### src/rtl/mrs_pkg.sv
`timescale 1ns / 1ps
package mrs_pkg;

  localparam int W    = 48;  // value width
  localparam int F    = 32;  // fraction bits
  localparam int ITW  = 16;  // iteration count width
  localparam int IDXW = 3;   // config index width

  localparam int SQ        = (W + F + 1) / 2;     // root bits
  localparam int SQ_PAD    = 2 * SQ - (W + F);
  localparam int XW        = W + F + 2;           // operand shifter
  localparam int AW        = 2 * W;               // accumulator / remainder
  localparam int QW        = (SQ > W + 1) ? SQ : W + 1;
  localparam int DIV_STEPS = W + 1 + F;
  localparam int MUL_STEPS = W;
  localparam int CW        = $clog2(XW + 1);

  typedef logic signed [W-1:0] val_t;
  typedef logic signed [W:0]   wval_t;
  typedef logic [W-1:0]        mag_t;

  localparam val_t VMAX = {1'b0, {(W-1){1'b1}}};

  typedef enum logic [2:0] {
    ST_EVAL    = 3'd0,
    ST_CONV    = 3'd1,
    ST_LIMIT   = 3'd2,
    ST_COMPLEX = 3'd3,
    ST_ZERO    = 3'd4,
    ST_OVF     = 3'd5,
    ST_IDLE    = 3'd6
  } stat_e;

  typedef enum logic [1:0] {
    PH_IDLE, PH_WAIT0, PH_WAIT1, PH_WAIT2
  } phase_e;

  typedef enum logic [IDXW-1:0] {
    CFG_FIRST  = 3'd0,
    CFG_SECOND = 3'd1,
    CFG_THIRD  = 3'd2,
    CFG_TOL    = 3'd3,
    CFG_LIMIT  = 3'd4
  } cfg_idx_e;

  typedef enum logic [1:0] {
    OP_DIV, OP_MUL, OP_SQRT
  } op_e;

  typedef enum logic [3:0] {
    S_IDLE, S_DIFF, S_D0, S_D1, S_A, S_AH, S_BB, S_AC, S_SQ, S_DX, S_OUT
  } state_e;

  typedef struct packed {
    logic  start;
    op_e   op;
    logic  inv;    // flip quotient sign (negated numerator)
    wval_t opa;
    val_t  opb;
  } unit_req_t;

  typedef struct packed {
    logic busy;
    logic done;
    logic ovf;
    val_t val;
  } unit_rsp_t;

  typedef struct packed {
    val_t val;
    logic ovf;
  } sum_t;

  function automatic sum_t addc(val_t a, val_t b, logic sub);
    logic [W:0] s;
    sum_t       r;
    s = sub ? ({a[W-1], a} - {b[W-1], b}) : ({a[W-1], a} + {b[W-1], b});
    r.val = s[W-1:0];
    r.ovf = s[W] ^ s[W-1];
    return r;
  endfunction

  function automatic mag_t vmag(val_t a);
    return a[W-1] ? mag_t'(-a) : mag_t'(a);
  endfunction

endpackage

### src/rtl/mrs_unit.sv
`timescale 1ns / 1ps
module mrs_unit (
  input  logic              clk_i,
  input  logic              rst_ni,
  input  mrs_pkg::unit_req_t req_i,
  output mrs_pkg::unit_rsp_t rsp_o
);
  import mrs_pkg::*;

  op_e             op_q;
  logic            neg_q, busy_q, done_q, ovf_q;
  logic [CW-1:0]   cnt_q;
  logic [XW-1:0]   x_q;
  logic [AW-1:0]   acc_q;
  logic [QW-1:0]   q_q;
  logic [W-1:0]    m_q;

  logic [W:0]      amag;
  mag_t            lmag, bmag;
  logic [W+F-1:0]  sqn;
  logic [XW-1:0]   x_start;
  logic            neg_start, last;
  logic [W:0]      dt, dr;
  logic            dge;
  logic [AW-1:0]   mt;
  logic [SQ+2:0]   st, strial, sr;
  logic            sge;
  logic [W:0]      qm;
  logic [AW:0]     pw, sp;
  logic signed [AW:0] sh;
  logic [AW-W+1:0] hi;
  logic            fit;
  val_t            res;

  // operand setup
  always_comb begin
    amag = req_i.opa[W] ? (W+1)'(-req_i.opa) : (W+1)'(req_i.opa);
    lmag = vmag(req_i.opa[W-1:0]);
    bmag = vmag(req_i.opb);
    sqn  = {req_i.opa[W-1:0], {F{1'b0}}};
    case (req_i.op)
      OP_MUL: begin
        x_start   = {lmag, {(F+2){1'b0}}};
        neg_start = req_i.opa[W-1] ^ req_i.opb[W-1];
      end
      OP_SQRT: begin
        x_start   = {sqn, 2'b00} >> SQ_PAD;
        neg_start = 1'b0;
      end
      default: begin
        x_start   = {amag, {(F+1){1'b0}}};
        neg_start = req_i.opa[W] ^ req_i.opb[W-1] ^ req_i.inv;
      end
    endcase
  end

  // one step of each operation
  always_comb begin
    dt     = {acc_q[W-1:0], x_q[XW-1]};
    dge    = dt >= {1'b0, m_q};
    dr     = dge ? dt - {1'b0, m_q} : dt;
    mt     = {acc_q[AW-2:0], 1'b0} + {{(AW-W){1'b0}}, (x_q[XW-1] ? m_q : {W{1'b0}})};
    st     = {acc_q[SQ:0], x_q[XW-1:XW-2]};
    strial = {1'b0, q_q[SQ-1:0], 2'b01};
    sge    = st >= strial;
    sr     = sge ? st - strial : st;
    case (op_q)
      OP_MUL:  last = cnt_q == CW'(MUL_STEPS - 1);
      OP_SQRT: last = cnt_q == CW'(SQ - 1);
      default: last = cnt_q == CW'(DIV_STEPS - 1);
    endcase
  end

  always_ff @(posedge clk_i or negedge rst_ni) begin
    if (!rst_ni) begin
      busy_q <= 1'b0;
      done_q <= 1'b0;
      cnt_q  <= '0;
    end else if (req_i.start) begin
      busy_q <= 1'b1;
      done_q <= 1'b0;
      cnt_q  <= '0;
    end else if (busy_q) begin
      cnt_q <= cnt_q + 1'b1;
      if (last) begin
        busy_q <= 1'b0;
        done_q <= 1'b1;
      end
    end else begin
      done_q <= 1'b0;
    end
  end

  always_ff @(posedge clk_i) begin
    if (req_i.start) begin
      op_q  <= req_i.op;
      neg_q <= neg_start;
      x_q   <= x_start;
      m_q   <= (req_i.op == OP_SQRT) ? {W{1'b0}} : bmag;
      acc_q <= '0;
      q_q   <= '0;
      ovf_q <= 1'b0;
    end else if (busy_q) begin
      case (op_q)
        OP_MUL: begin
          acc_q <= mt;
          x_q   <= {x_q[XW-2:0], 1'b0};
        end
        OP_SQRT: begin
          acc_q <= {{(AW-SQ-3){1'b0}}, sr};
          q_q   <= {q_q[QW-2:0], sge};
          x_q   <= {x_q[XW-3:0], 2'b00};
        end
        default: begin
          acc_q <= {{(AW-W){1'b0}}, dr[W-1:0]};
          ovf_q <= ovf_q | q_q[W];
          q_q   <= {q_q[QW-2:0], dge};
          x_q   <= {x_q[XW-2:0], 1'b0};
        end
      endcase
    end
  end

  // final scaling and range check
  always_comb begin
    qm = q_q[W:0];
    pw = {1'b0, acc_q};
    sp = neg_q ? -pw : pw;
    sh = $signed(sp) >>> F;
    hi = sh[AW:W-1];
    case (op_q)
      OP_MUL: begin
        fit = (&hi) | ~(|hi);
        res = sh[W-1:0];
      end
      OP_SQRT: begin
        fit = q_q <= {{(QW-W){1'b0}}, VMAX};
        res = q_q[W-1:0];
      end
      default: begin
        fit = !ovf_q && !qm[W] && (!qm[W-1] || (neg_q && qm[W-2:0] == '0));
        res = neg_q ? val_t'(-qm[W-1:0]) : val_t'(qm[W-1:0]);
      end
    endcase
    rsp_o.busy = busy_q;
    rsp_o.done = done_q;
    rsp_o.ovf  = !fit;
    rsp_o.val  = res;
  end

endmodule

### src/rtl/muller_root_step_real_unit.sv
`timescale 1ns / 1ps
// Muller root-finding engine, real Q16.32; f(x) is evaluated by the caller.
// Input channel (in_valid_i/in_ready_o): one word per step. mode_i=0 starts a
// solve; mode_i=1 brings f at the point last asked for in function_value_i.
// Output channel (out_valid_o/out_ready_i): exactly one word per input word:
// next point to evaluate (status evaluate) or the final point with a stop
// status and |f| in residual_o. iterations_o counts parabola steps.
// Config channel (cfg_valid_i/cfg_ready_o): always ready; index 0..2 starting
// points (taken at start), 3 tolerance, 4 iteration limit.
// Start, first two values, limit/converge hits and idle values pass from
// the idle state through the output state into the output register. A full
// parabola step runs the shared shift/add unit four times as a divider
// (W+F+1 = 81 steps each), three times as a multiplier (48 steps each) and
// once as a square root (40 steps); that unit sets the rate. One word in
// flight at a time.
// A stalled receiver holds the result word; the engine waits in its output
// state, in_ready_o stays low until the word has been loaded.
// Reset: engine idle, no word pending, config registers at their defaults.
module muller_root_step_real_unit (
  input  logic                       clk_i,
  input  logic                       rst_ni,
  input  logic                       in_valid_i,
  output logic                       in_ready_o,
  input  logic                       mode_i,
  input  mrs_pkg::val_t              function_value_i,
  output logic                       out_valid_o,
  input  logic                       out_ready_i,
  output mrs_pkg::val_t              point_o,
  output logic [2:0]                 status_o,
  output logic [mrs_pkg::ITW-1:0]    iterations_o,
  output logic [mrs_pkg::W-2:0]      residual_o,
  input  logic                       cfg_valid_i,
  output logic                       cfg_ready_o,
  input  logic [mrs_pkg::IDXW-1:0]   cfg_index_i,
  input  mrs_pkg::val_t              cfg_data_i
);
  import mrs_pkg::*;

  state_e          state_q, state_d;
  phase_e          phase_q;
  logic [ITW-1:0]  step_q, lim_q;
  logic            issued_q;
  val_t            first_q, second_q, third_q;
  logic [W-2:0]    tol_q;

  val_t            pts_q [3];
  val_t            vals_q [3];
  val_t            h0_q, h1_q, d0_q, d1_q, a_q, b_q, tmp_q;
  val_t            pend_point_q;
  stat_e           pend_stat_q;
  logic [W-2:0]    resid_q;

  logic            out_valid_q;
  val_t            out_point_q;
  stat_e           out_stat_q;
  logic [ITW-1:0]  out_iter_q;
  logic [W-2:0]    out_resid_q;

  unit_req_t       req;
  unit_rsp_t       rsp;

  logic            in_fire, cfg_fire, slot_free, quick, stop, dx_ok;
  mag_t            fmag;
  logic [W-2:0]    fsat;
  logic            lim_hit, conv;
  sum_t            r1, r2, rh, rb, rd, re1, re2, rx;
  val_t            ac4, den;
  logic            ac4_ovf, fail;
  stat_e           fail_st;

  mrs_unit u_unit (
    .clk_i  (clk_i),
    .rst_ni (rst_ni),
    .req_i  (req),
    .rsp_o  (rsp)
  );

  assign in_fire   = in_valid_i && in_ready_o;
  assign cfg_ready_o = 1'b1;
  assign cfg_fire  = cfg_valid_i;
  assign slot_free = !out_valid_q || out_ready_i;

  // incoming value checks
  always_comb begin
    fmag    = vmag(function_value_i);
    fsat    = fmag[W-1] ? {(W-1){1'b1}} : fmag[W-2:0];
    lim_hit = step_q >= lim_q;
    conv    = fmag < {1'b0, tol_q};
    quick   = !mode_i || (phase_q != PH_WAIT2) || lim_hit || conv;
  end

  // adds and range checks around the shared unit
  always_comb begin
    r1      = addc(pts_q[1], pts_q[0], 1'b1);
    r2      = addc(pts_q[2], pts_q[1], 1'b1);
    rh      = addc(h1_q, h0_q, 1'b0);
    rb      = addc(rsp.val, d1_q, 1'b0);
    ac4     = {rsp.val[W-3:0], 2'b00};
    ac4_ovf = !((&rsp.val[W-1:W-3]) || !(|rsp.val[W-1:W-3]));
    rd      = addc(tmp_q, ac4, 1'b1);
    re1     = addc(b_q, rsp.val, 1'b0);
    re2     = addc(b_q, rsp.val, 1'b1);
    den     = (vmag(re1.val) > vmag(re2.val)) ? re1.val : re2.val;
    rx      = addc(pts_q[2], rsp.val, 1'b0);
    fail    = 1'b0;
    fail_st = ST_OVF;
    case (state_q)
      S_DIFF: begin
        if (r1.ovf || r2.ovf) begin
          fail = 1'b1;
        end else if (r1.val == '0 || r2.val == '0) begin
          fail = 1'b1; fail_st = ST_ZERO;
        end
      end
      S_D0, S_A, S_BB: fail = rsp.ovf;
      S_D1: begin
        if (rsp.ovf || rh.ovf) begin
          fail = 1'b1;
        end else if (rh.val == '0) begin
          fail = 1'b1; fail_st = ST_ZERO;
        end
      end
      S_AH: fail = rsp.ovf || rb.ovf;
      S_AC: begin
        if (rsp.ovf || ac4_ovf || rd.ovf) begin
          fail = 1'b1;
        end else if (rd.val[W-1]) begin
          fail = 1'b1; fail_st = ST_COMPLEX;
        end
      end
      S_SQ: begin
        if (rsp.ovf || re1.ovf || re2.ovf) begin
          fail = 1'b1;
        end else if (den == '0) begin
          fail = 1'b1; fail_st = ST_ZERO;
        end
      end
      S_DX: fail = rsp.ovf || rx.ovf;
      default: fail = 1'b0;
    endcase
    stop  = fail && (state_q == S_DIFF || rsp.done);
    dx_ok = state_q == S_DX && rsp.done && !fail;
  end

  // next state
  always_comb begin
    state_d = state_q;
    case (state_q)
      S_IDLE: if (in_fire) state_d = quick ? S_OUT : S_DIFF;
      S_DIFF: state_d = fail ? S_OUT : S_D0;
      S_D0:   if (rsp.done) state_d = fail ? S_OUT : S_D1;
      S_D1:   if (rsp.done) state_d = fail ? S_OUT : S_A;
      S_A:    if (rsp.done) state_d = fail ? S_OUT : S_AH;
      S_AH:   if (rsp.done) state_d = fail ? S_OUT : S_BB;
      S_BB:   if (rsp.done) state_d = fail ? S_OUT : S_AC;
      S_AC:   if (rsp.done) state_d = fail ? S_OUT : S_SQ;
      S_SQ:   if (rsp.done) state_d = fail ? S_OUT : S_DX;
      S_DX:   if (rsp.done) state_d = S_OUT;
      S_OUT:  if (slot_free) state_d = S_IDLE;
      default: state_d = S_IDLE;
    endcase
  end

  // FSM outputs: handshake and unit requests
  always_comb begin
    in_ready_o = state_q == S_IDLE;
    req.start  = 1'b0;
    req.op     = OP_DIV;
    req.inv    = 1'b0;
    req.opa    = {vals_q[1][W-1], vals_q[1]} - {vals_q[0][W-1], vals_q[0]};
    req.opb    = h0_q;
    case (state_q)
      S_D0: req.start = !issued_q;
      S_D1: begin
        req.start = !issued_q;
        req.opa   = {vals_q[2][W-1], vals_q[2]} - {vals_q[1][W-1], vals_q[1]};
        req.opb   = h1_q;
      end
      S_A: begin
        req.start = !issued_q;
        req.opa   = {d1_q[W-1], d1_q} - {d0_q[W-1], d0_q};
        req.opb   = tmp_q;
      end
      S_AH: begin
        req.start = !issued_q;
        req.op    = OP_MUL;
        req.opa   = {a_q[W-1], a_q};
        req.opb   = h1_q;
      end
      S_BB: begin
        req.start = !issued_q;
        req.op    = OP_MUL;
        req.opa   = {b_q[W-1], b_q};
        req.opb   = b_q;
      end
      S_AC: begin
        req.start = !issued_q;
        req.op    = OP_MUL;
        req.opa   = {a_q[W-1], a_q};
        req.opb   = vals_q[2];
      end
      S_SQ: begin
        req.start = !issued_q;
        req.op    = OP_SQRT;
        req.opa   = {tmp_q[W-1], tmp_q};
      end
      S_DX: begin
        // -2*f2 / den: pass 2*f2 and flip the sign
        req.start = !issued_q;
        req.inv   = 1'b1;
        req.opa   = {vals_q[2], 1'b0};
        req.opb   = tmp_q;
      end
      default: req.start = 1'b0;
    endcase
  end

  // control state
  always_ff @(posedge clk_i or negedge rst_ni) begin
    if (!rst_ni) begin
      state_q     <= S_IDLE;
      phase_q     <= PH_IDLE;
      step_q      <= '0;
      issued_q    <= 1'b0;
      out_valid_q <= 1'b0;
      first_q     <= '0;
      second_q    <= val_t'(1) <<< (F - 1);
      third_q     <= -(val_t'(1) <<< (F - 1));
      tol_q       <= (W-1)'(4295);
      lim_q       <= ITW'(100);
    end else begin
      state_q <= state_d;
      if (req.start) begin
        issued_q <= 1'b1;
      end else if (rsp.done) begin
        issued_q <= 1'b0;
      end
      if (in_fire) begin
        if (!mode_i) begin
          step_q  <= '0;
          phase_q <= PH_WAIT0;
        end else begin
          case (phase_q)
            PH_WAIT0: phase_q <= PH_WAIT1;
            PH_WAIT1: phase_q <= PH_WAIT2;
            PH_WAIT2: if (lim_hit || conv) phase_q <= PH_IDLE;
            default:  phase_q <= PH_IDLE;
          endcase
        end
      end
      if (stop) phase_q <= PH_IDLE;
      if (dx_ok) step_q <= step_q + 1'b1;
      if (state_q == S_OUT && slot_free) begin
        out_valid_q <= 1'b1;
      end else if (out_ready_i) begin
        out_valid_q <= 1'b0;
      end
      if (cfg_fire) begin
        case (cfg_idx_e'(cfg_index_i))
          CFG_FIRST:  first_q  <= cfg_data_i;
          CFG_SECOND: second_q <= cfg_data_i;
          CFG_THIRD:  third_q  <= cfg_data_i;
          CFG_TOL:    tol_q    <= cfg_data_i[W-2:0];
          CFG_LIMIT:  lim_q    <= cfg_data_i[ITW-1:0];
          default:    ;
        endcase
      end
    end
  end

  // datapath
  always_ff @(posedge clk_i) begin
    if (in_fire) begin
      if (!mode_i) begin
        pts_q[0]     <= first_q;
        pts_q[1]     <= second_q;
        pts_q[2]     <= third_q;
        pend_point_q <= first_q;
        pend_stat_q  <= ST_EVAL;
        resid_q      <= '0;
      end else begin
        case (phase_q)
          PH_WAIT0: begin
            vals_q[0]    <= function_value_i;
            pend_point_q <= pts_q[1];
            pend_stat_q  <= ST_EVAL;
            resid_q      <= '0;
          end
          PH_WAIT1: begin
            vals_q[1]    <= function_value_i;
            pend_point_q <= pts_q[2];
            pend_stat_q  <= ST_EVAL;
            resid_q      <= '0;
          end
          PH_WAIT2: begin
            vals_q[2]    <= function_value_i;
            pend_point_q <= pts_q[2];
            pend_stat_q  <= lim_hit ? ST_LIMIT : ST_CONV;
            resid_q      <= fsat;
          end
          default: begin
            pend_point_q <= '0;
            pend_stat_q  <= ST_IDLE;
            resid_q      <= '0;
          end
        endcase
      end
    end
    if (state_q == S_DIFF) begin
      h0_q <= r1.val;
      h1_q <= r2.val;
    end
    if (rsp.done) begin
      case (state_q)
        S_D0: d0_q <= rsp.val;
        S_D1: begin
          d1_q  <= rsp.val;
          tmp_q <= rh.val;
        end
        S_A:  a_q   <= rsp.val;
        S_AH: b_q   <= rb.val;
        S_BB: tmp_q <= rsp.val;
        S_AC: tmp_q <= rd.val;
        S_SQ: tmp_q <= den;
        default: ;
      endcase
    end
    if (dx_ok) begin
      pts_q[0]     <= pts_q[1];
      vals_q[0]    <= vals_q[1];
      pts_q[1]     <= pts_q[2];
      vals_q[1]    <= vals_q[2];
      pts_q[2]     <= rx.val;
      pend_point_q <= rx.val;
      pend_stat_q  <= ST_EVAL;
      resid_q      <= '0;
    end
    if (stop) begin
      pend_point_q <= pts_q[2];
      pend_stat_q  <= fail_st;
    end
    if (state_q == S_OUT && slot_free) begin
      out_point_q <= pend_point_q;
      out_stat_q  <= pend_stat_q;
      out_iter_q  <= step_q;
      out_resid_q <= resid_q;
    end
  end

  assign out_valid_o  = out_valid_q;
  assign point_o      = out_point_q;
  assign status_o     = out_stat_q;
  assign iterations_o = out_iter_q;
  assign residual_o   = out_resid_q;

endmodule

### config.mk
export PLATFORM = sky130hd
export DESIGN_NAME = muller_root_step_real_unit
export DESIGN_NICKNAME = d
export VERILOG_FILES = /design/src/rtl/mrs_pkg.sv /design/src/rtl/mrs_unit.sv /design/src/rtl/muller_root_step_real_unit.sv
export SDC_FILE = /design/constraint.sdc
export NUM_CORES = 2
export LEC_CHECK = 0
export BUFFER_PORTS_ARGS = -buffer_cell sky130_fd_sc_hd__buf_4
export CAP_MARGIN = 20
export CORE_ASPECT_RATIO = 0.9
export CORE_UTILIZATION = 27
export DETAILED_ROUTE_END_ITERATION = 16
export PLACE_DENSITY = 0.48
export RECOVER_POWER = 25
export SYNTH_ARGS = -nofsm -noshare
export SYNTH_HDL_FRONTEND = slang
export SYNTH_SLANG_ARGS = --single-unit
### constraint.sdc
create_clock -name clk_i -period 13.7 [get_ports clk_i]
set_input_delay 1.37 -clock clk_i [delete_from_list [all_inputs] [get_ports clk_i]]
set_output_delay 1.37 -clock clk_i [all_outputs]
set_load 0.03 [all_outputs]
After elaboration in Yosys (flattened, before gate mapping)

Memories as Yosys holds them, arrays and structs flattened.
Index checks and enable logic that the tools add are counted.

Register bits after elaboration: 1,067
Latch bits: 0
Memory bits (writable): 288
Bits in read-only memories: 0
Bits of input ports: 105
Logic and storage cells: 331
Memories: 2

Memories:

| memory | depth | bits a word | rd ports | clocked after Yosys merged registers in | write ports | line                             | text |
|---|---|---|---|---|---|---|---|
| pts_q  | 3     | 48          | 3        | 0                                       | 3           | muller_root_step_real_unit.sv:46 | `val_t pts_q [3];` |
| vals_q | 3     | 48          | 3        | 0                                       | 2           | muller_root_step_real_unit.sv:47 | `val_t vals_q [3];` |

Add/sub/neg operators: 24
Multipliers: 0
Div/mod/pow operators: 0
Magnitude comparators: 6
Eq/ne operators: 38
Shift-type cells: 0
Muxes and demuxes: 125
Bitwise operators: 22
Reductions and logical operators: 79

Operators with widths:

| operator             | count |
|---|---|
| $mux 48              | 18 |
| $pmux 48 s4          | 2 |
| $sub 48x48->49       | 7 |
| $pmux 49 s6          | 1 |
| $neg 48->48          | 6 |
| $mux 82              | 3 |
| $add 48x48->49       | 4 |
| $logic_not 48->1     | 4 |
| $pmux 48 s2          | 2 |
| $pmux 96 s2          | 1 |
| $mux 47              | 4 |
| $pmux 82 s2          | 1 |
| $pmux 49 s2          | 1 |
| $mux 97              | 1 |
| $neg 96->97          | 1 |
| $add 96x48->96       | 1 |
| $mux 4               | 17 |
| $ge 49x48->1         | 1 |
| $le 49x47->1 const B | 1 |
| $mux 49              | 1 |
| $neg 49->49          | 1 |
| $gt 48x48->1         | 1 |
| $lt 48x47->1         | 1 |
| $mux 16              | 3 |
| 54 further kinds     | 211 |

Longest topological paths before layout

Depth after elaboration: 18
Mapped depth: 52
Gate-level depth less buffers: 47

By module

A second synthesis with hierarchy kept.

Cells, all modules: 12,433
Area total of the unflattened synthesis: 106,457.1 um2

By module, submodules not included:

| module                     | instances | cells each | area each (um2) | sequential area each (um2) |
|---|---|---|---|---|
| muller_root_step_real_unit | 1         | 8,695      | 79,655.1        | 30,448.0 |
| mrs_unit                   | 1         | 3,738      | 26,802.0        | 6,150.9 |

Least setup slack after synthesis

No wires, ideal clock.

Path kind: register to register
Start point: reg state_q[0]
End point: reg pend_point_q[0] (enable)
Data arrival time: 11.562 ns
Path slack: 1.728 ns
Cell stages (with the launch flop): 16
Path through: dfrtp_1 -> buf_2 -> buf_2 -> buf_2 -> buf_2 -> buf_2 -> clkbuf_1 -> buf_1 -> nand2b_1 -> nor3_1 -> o21ai_0 -> nand3_2 -> buf_6 -> buf_6 -> nand2_1 -> nand2_1

Word-level cells in the longest chain between the ends: 6
Elaborated cells between the ends (all ways): 19

Ends and longest elaborated chain:

| what                                     | line                              | text |
|---|---|---|
| from (decl)                              | muller_root_step_real_unit.sv:39  | `state_e state_q, state_d;` |
| from (signal assigned)                   | muller_root_step_real_unit.sv:232 | `state_q <= state_d;` |
| $eq 4x3->1 or $eq 4x2->1 (tied branches) | muller_root_step_real_unit.sv:107 | `case (state_q)` |
| $reduce_or 3->1                          | muller_root_step_real_unit.sv:107 |  |
| $pmux 1 s7                               | muller_root_step_real_unit.sv:107 |  |
| $logic_not 1->1                          | muller_root_step_real_unit.sv:142 | `dx_ok = state_q == S_DX && rsp.done && !fail;` |
| $logic_and 1x1->1                        | muller_root_step_real_unit.sv:142 |  |
| $reduce_bool 3->1 (no line) (*)          | -                                 |  |
| to (signal assigned)                     | muller_root_step_real_unit.sv:278 | `pend_point_q <= first_q;` |
| to (signal assigned)                     | muller_root_step_real_unit.sv:285 | `pend_point_q <= pts_q[1];` |
| to (signal assigned)                     | muller_root_step_real_unit.sv:291 | `pend_point_q <= pts_q[2];` |
| to (decl)                                | muller_root_step_real_unit.sv:49  | `val_t pend_point_q;` |

Mark *: on every way between the ends. The rest lies on a longest branch, timed or not.
A chain may end at the register's enable or synchronous reset.

==> flow_metrics.py <==
metrics = {
    "placed_design": {
        "dpl_cell_area_um2": 116000,
        "port_buffers": 220,
        "dpl.hpwl_mm": 392,
        "placed_cells": 17800,
        "gp_congestion": 1.02,
        "post-place-ws_ns": 0.0261,
    },
    "logic_synthesis": {
        "syn_nets": 13500,
        "synth-seq-area-share_pct": 34.2,
        "syn_inst": 12600,
        "synth_ff_type": "edfxtp_1",
        "synth-edff-count": 889,
        "yosys_warnings": 0,
        "avgSynthCellArea_um2": 8.52,
        "syn_area_um2": 107000,
        "yosysTopAreaCell": "edfxtp_1",
        "synth_area_leaders": "edfxtp_1, ha_1, nand2_1",
        "async_flop_share_pct": 18.2,
        "ys_ff_latch": 1322,
        "synth_top_area_share_pct": 24.9,
        "ys_types": 112,
    },
    "floorplanning": {
        "fp.dieArea_um2": 399000,
        "die_y_um": 600,
        "coreArea_um2": 395000,
        "die_width_um": 666,
        "io_pins": 222,
        "start_util_pct": 27.1,
        "num_rows": 219,
    },
    "setup_path": {
        "cp_max_fo": 47,
        "arrival_ns": 13.72,
        "rr_worst_depth": 48,
        "crit_end": "pend_stat_q[0]",
        "r2r_setup_slack_ns": 0.63,
        "slowest_delay_ns": 0.59,
        "crit_slowest_cell": "or4_1",
        "cp-start-kind": "flop",
        "r2r-start": "u_unit.acc_q[0]",
        "startpoint": "u_unit.acc_q[0]",
        "crit_top_cell": "buf_4",
        "end_kind": "flop",
        "regToRegEndpoint": "pend_stat_q[0]",
        "critPathRequiredTime_ns": 14.36,
        "critical_path_class": "flop to flop",
    },
    "drt": {
        "antenna_left": 0,
        "wl_per_cell_um": 27.4,
        "drc_errors": 0,
        "drt-initial-drc-count": 12200,
        "vias_per_cell": 5.61,
        "wirelength_mm": 497,
        "dr.pass1.iters": 9,
        "num_vias": 102000,
    },
    "clock_tree": {
        "numCtsBuffers": 164,
        "clockBufferDepth": 4,
        "clkLatencyLatePin_ns": 0.90,
        "clock-sinks": 1322,
        "hold_buffers": 0,
        "cts_tree": "built",
        "ctsHtreeMaxLevel": 4,
        "root_buffer": "clkbuf_16",
        "clk_pin_slew_ns": 0.06,
    },
    "min_path": {
        "hold_class": "flop to flop",
        "hp-start": "resid_q[26]",
    },
    "timing": {
        "fmax_mhz": 76.5,
        "finalSetupViolCount": 0,
        "grt_setup_unrepaired": "false",
        "finalCriticalPeriod_ns": 13.07,
        "hold-worst-slack_ns": 0.419,
        "slew_viol_final": 520,
        "worst_pin_slew_ns": 5.84,
        "setup_slack_ns": 0.634,
        "hold_viol_final": 0,
        "clock_skew_ns": 0.0926,
        "fin_crit_sh_pct": 95.4,
        "maxSlewHeadroom_pct": -289,
    },
    "pwr": {
        "p_leak_nw": 48.1,
        "irDropWorstVdd_mv": 0.0890,
        "powerDensity_nw_per_um2": 80.0,
    },
    "final_layout": {
        "fillers": 42200,
        "multi_input_area_um2": 66000,
        "final_cells": 18100,
        "final_nets": 13600,
        "synthToLayoutAreaGrowth_pct": 13.4,
        "fin_area_um2": 122000,
        "final_common_cell": "nand2_1",
        "seq_area_um2": 36600,
        "drive_gt1_share_pct": 9.56,
        "layout_common_cells": "nand2_1, a21oi_1, o21ai_0",
    },
    "outcome": {
        "violations": "max-capacitance violations, max-slew violations",
        "status": "complete, but fails checks",
    },
    "global_route": {
        "met1_usage_pct": 33.9,
        "grt_pass1_wl_mm": 699,
        "grt_start_max_net_pins": 145,
        "grt_pass1_vias": 93800,
        "globalRouteMet3Util_pct": 4.52,
        "grtUsageMet2_pct": 35.5,
        "grt_overflow": 0,
        "grt_usage_pct": 23.9,
        "busiest_layer": "met2",
        "antenna_found_initial": 61,
    },
    "job": {
        "drv_cap": 10,
    },
}
[worst min path at each step]
stage                     endpoint  slack, ns  depth (start not counted)
global placement    residual_o[36]       0.41                          0
finish              residual_o[26]       0.42                          0
floorplan               point_o[0]       0.40                          0
detailed placement  residual_o[10]       0.41                          0
CTS                 residual_o[26]       0.42                          0
global route        residual_o[26]       0.42                          0
[registers in the layout, summed over array words and instances (netlist names), 49 cells and up]
signal,count
u_unit.acc_q,96
pts_q,144
u_unit.x_q,49
vals_q,144
u_unit.q_q,49
[stage by stage]
step	TNS, ns	total power (W)	util (%)
2_1_floorplan	0	0.00490	-
3_3_place_gp	-0.0138	0.00511	29.3
3_5_place_dp	0	0.00512	29.4
4_1_cts	0	0.00980	30.8
5_1_grt	0	0.0100	30.7
6_report	0	0.00972	30.7
[critical path: cells and delay by family (launching register included)]
kind	cells	cell delay [ns]
AO/OA/AOI/OAI	12	3.33
XOR/XNOR	2	0.25
adder cells (fa/ha/maj)	2	0.62
buffers and inverters	7	1.66
flip-flops	1	0.40
multiplexers	1	0.29
AND/OR/NAND/NOR	24	6.15
[area by class of cell]
cell class,count,area share [%]
Multi-Input combinational cell,9931,54.4
Sequential cell,1322,30.1
Tap cell,5304,5.46
Clock buffer,203,3.67
Timing Repair Buffer,547,3.27
Inverter,695,2.15
Clock inverter,89,0.915
Antenna cell,26,0.0535
[synthesized netlist by cell type (all sizes together) (213+ instances only)]
| library cell | n |
|---|---|
| xnor2 | 552 |
| a21o | 316 |
| edfxtp | 889 |
| nand3 | 236 |
| mux2 | 240 |
| nor3 | 239 |
| a21oi | 1090 |
| o21ai | 1006 |
| ha | 794 |
| clkbuf | 529 |
| nor2 | 869 |
| inv | 689 |
| dfrtp | 213 |
| xor2 | 314 |
| nand2 | 1551 |
[timing repair]
item / in CTS / in global routing
gates resized for setup: 1 / 18
buffers inserted: 0 / 0
gates cloned: 0 / 0
setup endpoints to repair: 7 / 108
[layer usage]
| layer | routed length (µm) | vias to the layer above | share of wire [%] |
|---|---|---|---|
| li1 | - | 46600 | - |
| met1 | 224000 | 49900 | 45 |
| met2 | 208000 | 4403 | 42 |
| met3 | 42800 | 739 | 8.6 |
| met4 | 22600 | 6 | 4.6 |
| met5 | 41 | - | 0.0082 |
[power breakdown]
group	leakage [nW]	total [W]	internal, W	switching (W)
Combinational	32.7	0.000548	0.000245	0.000304
Clock	2.72	0.00468	0.00276	0.00192
Sequential	12.6	0.00448	0.00441	0.0000777
[cell families after synthesis]
logic type	Yosys count	share of synthesized area, %
and+or+nand+nor	3966	17.5
AOI/OAI and AO/OA	3962	23.7
buffers and inverters	1329	4.74
DFF	1322	34.2
xor gates and xnor gates	866	7.08
adders and majority gates	807	9.51
muxes	329	3.35
other	1	0.00350
Note: power is estimated with default switching activity, not from simulation.
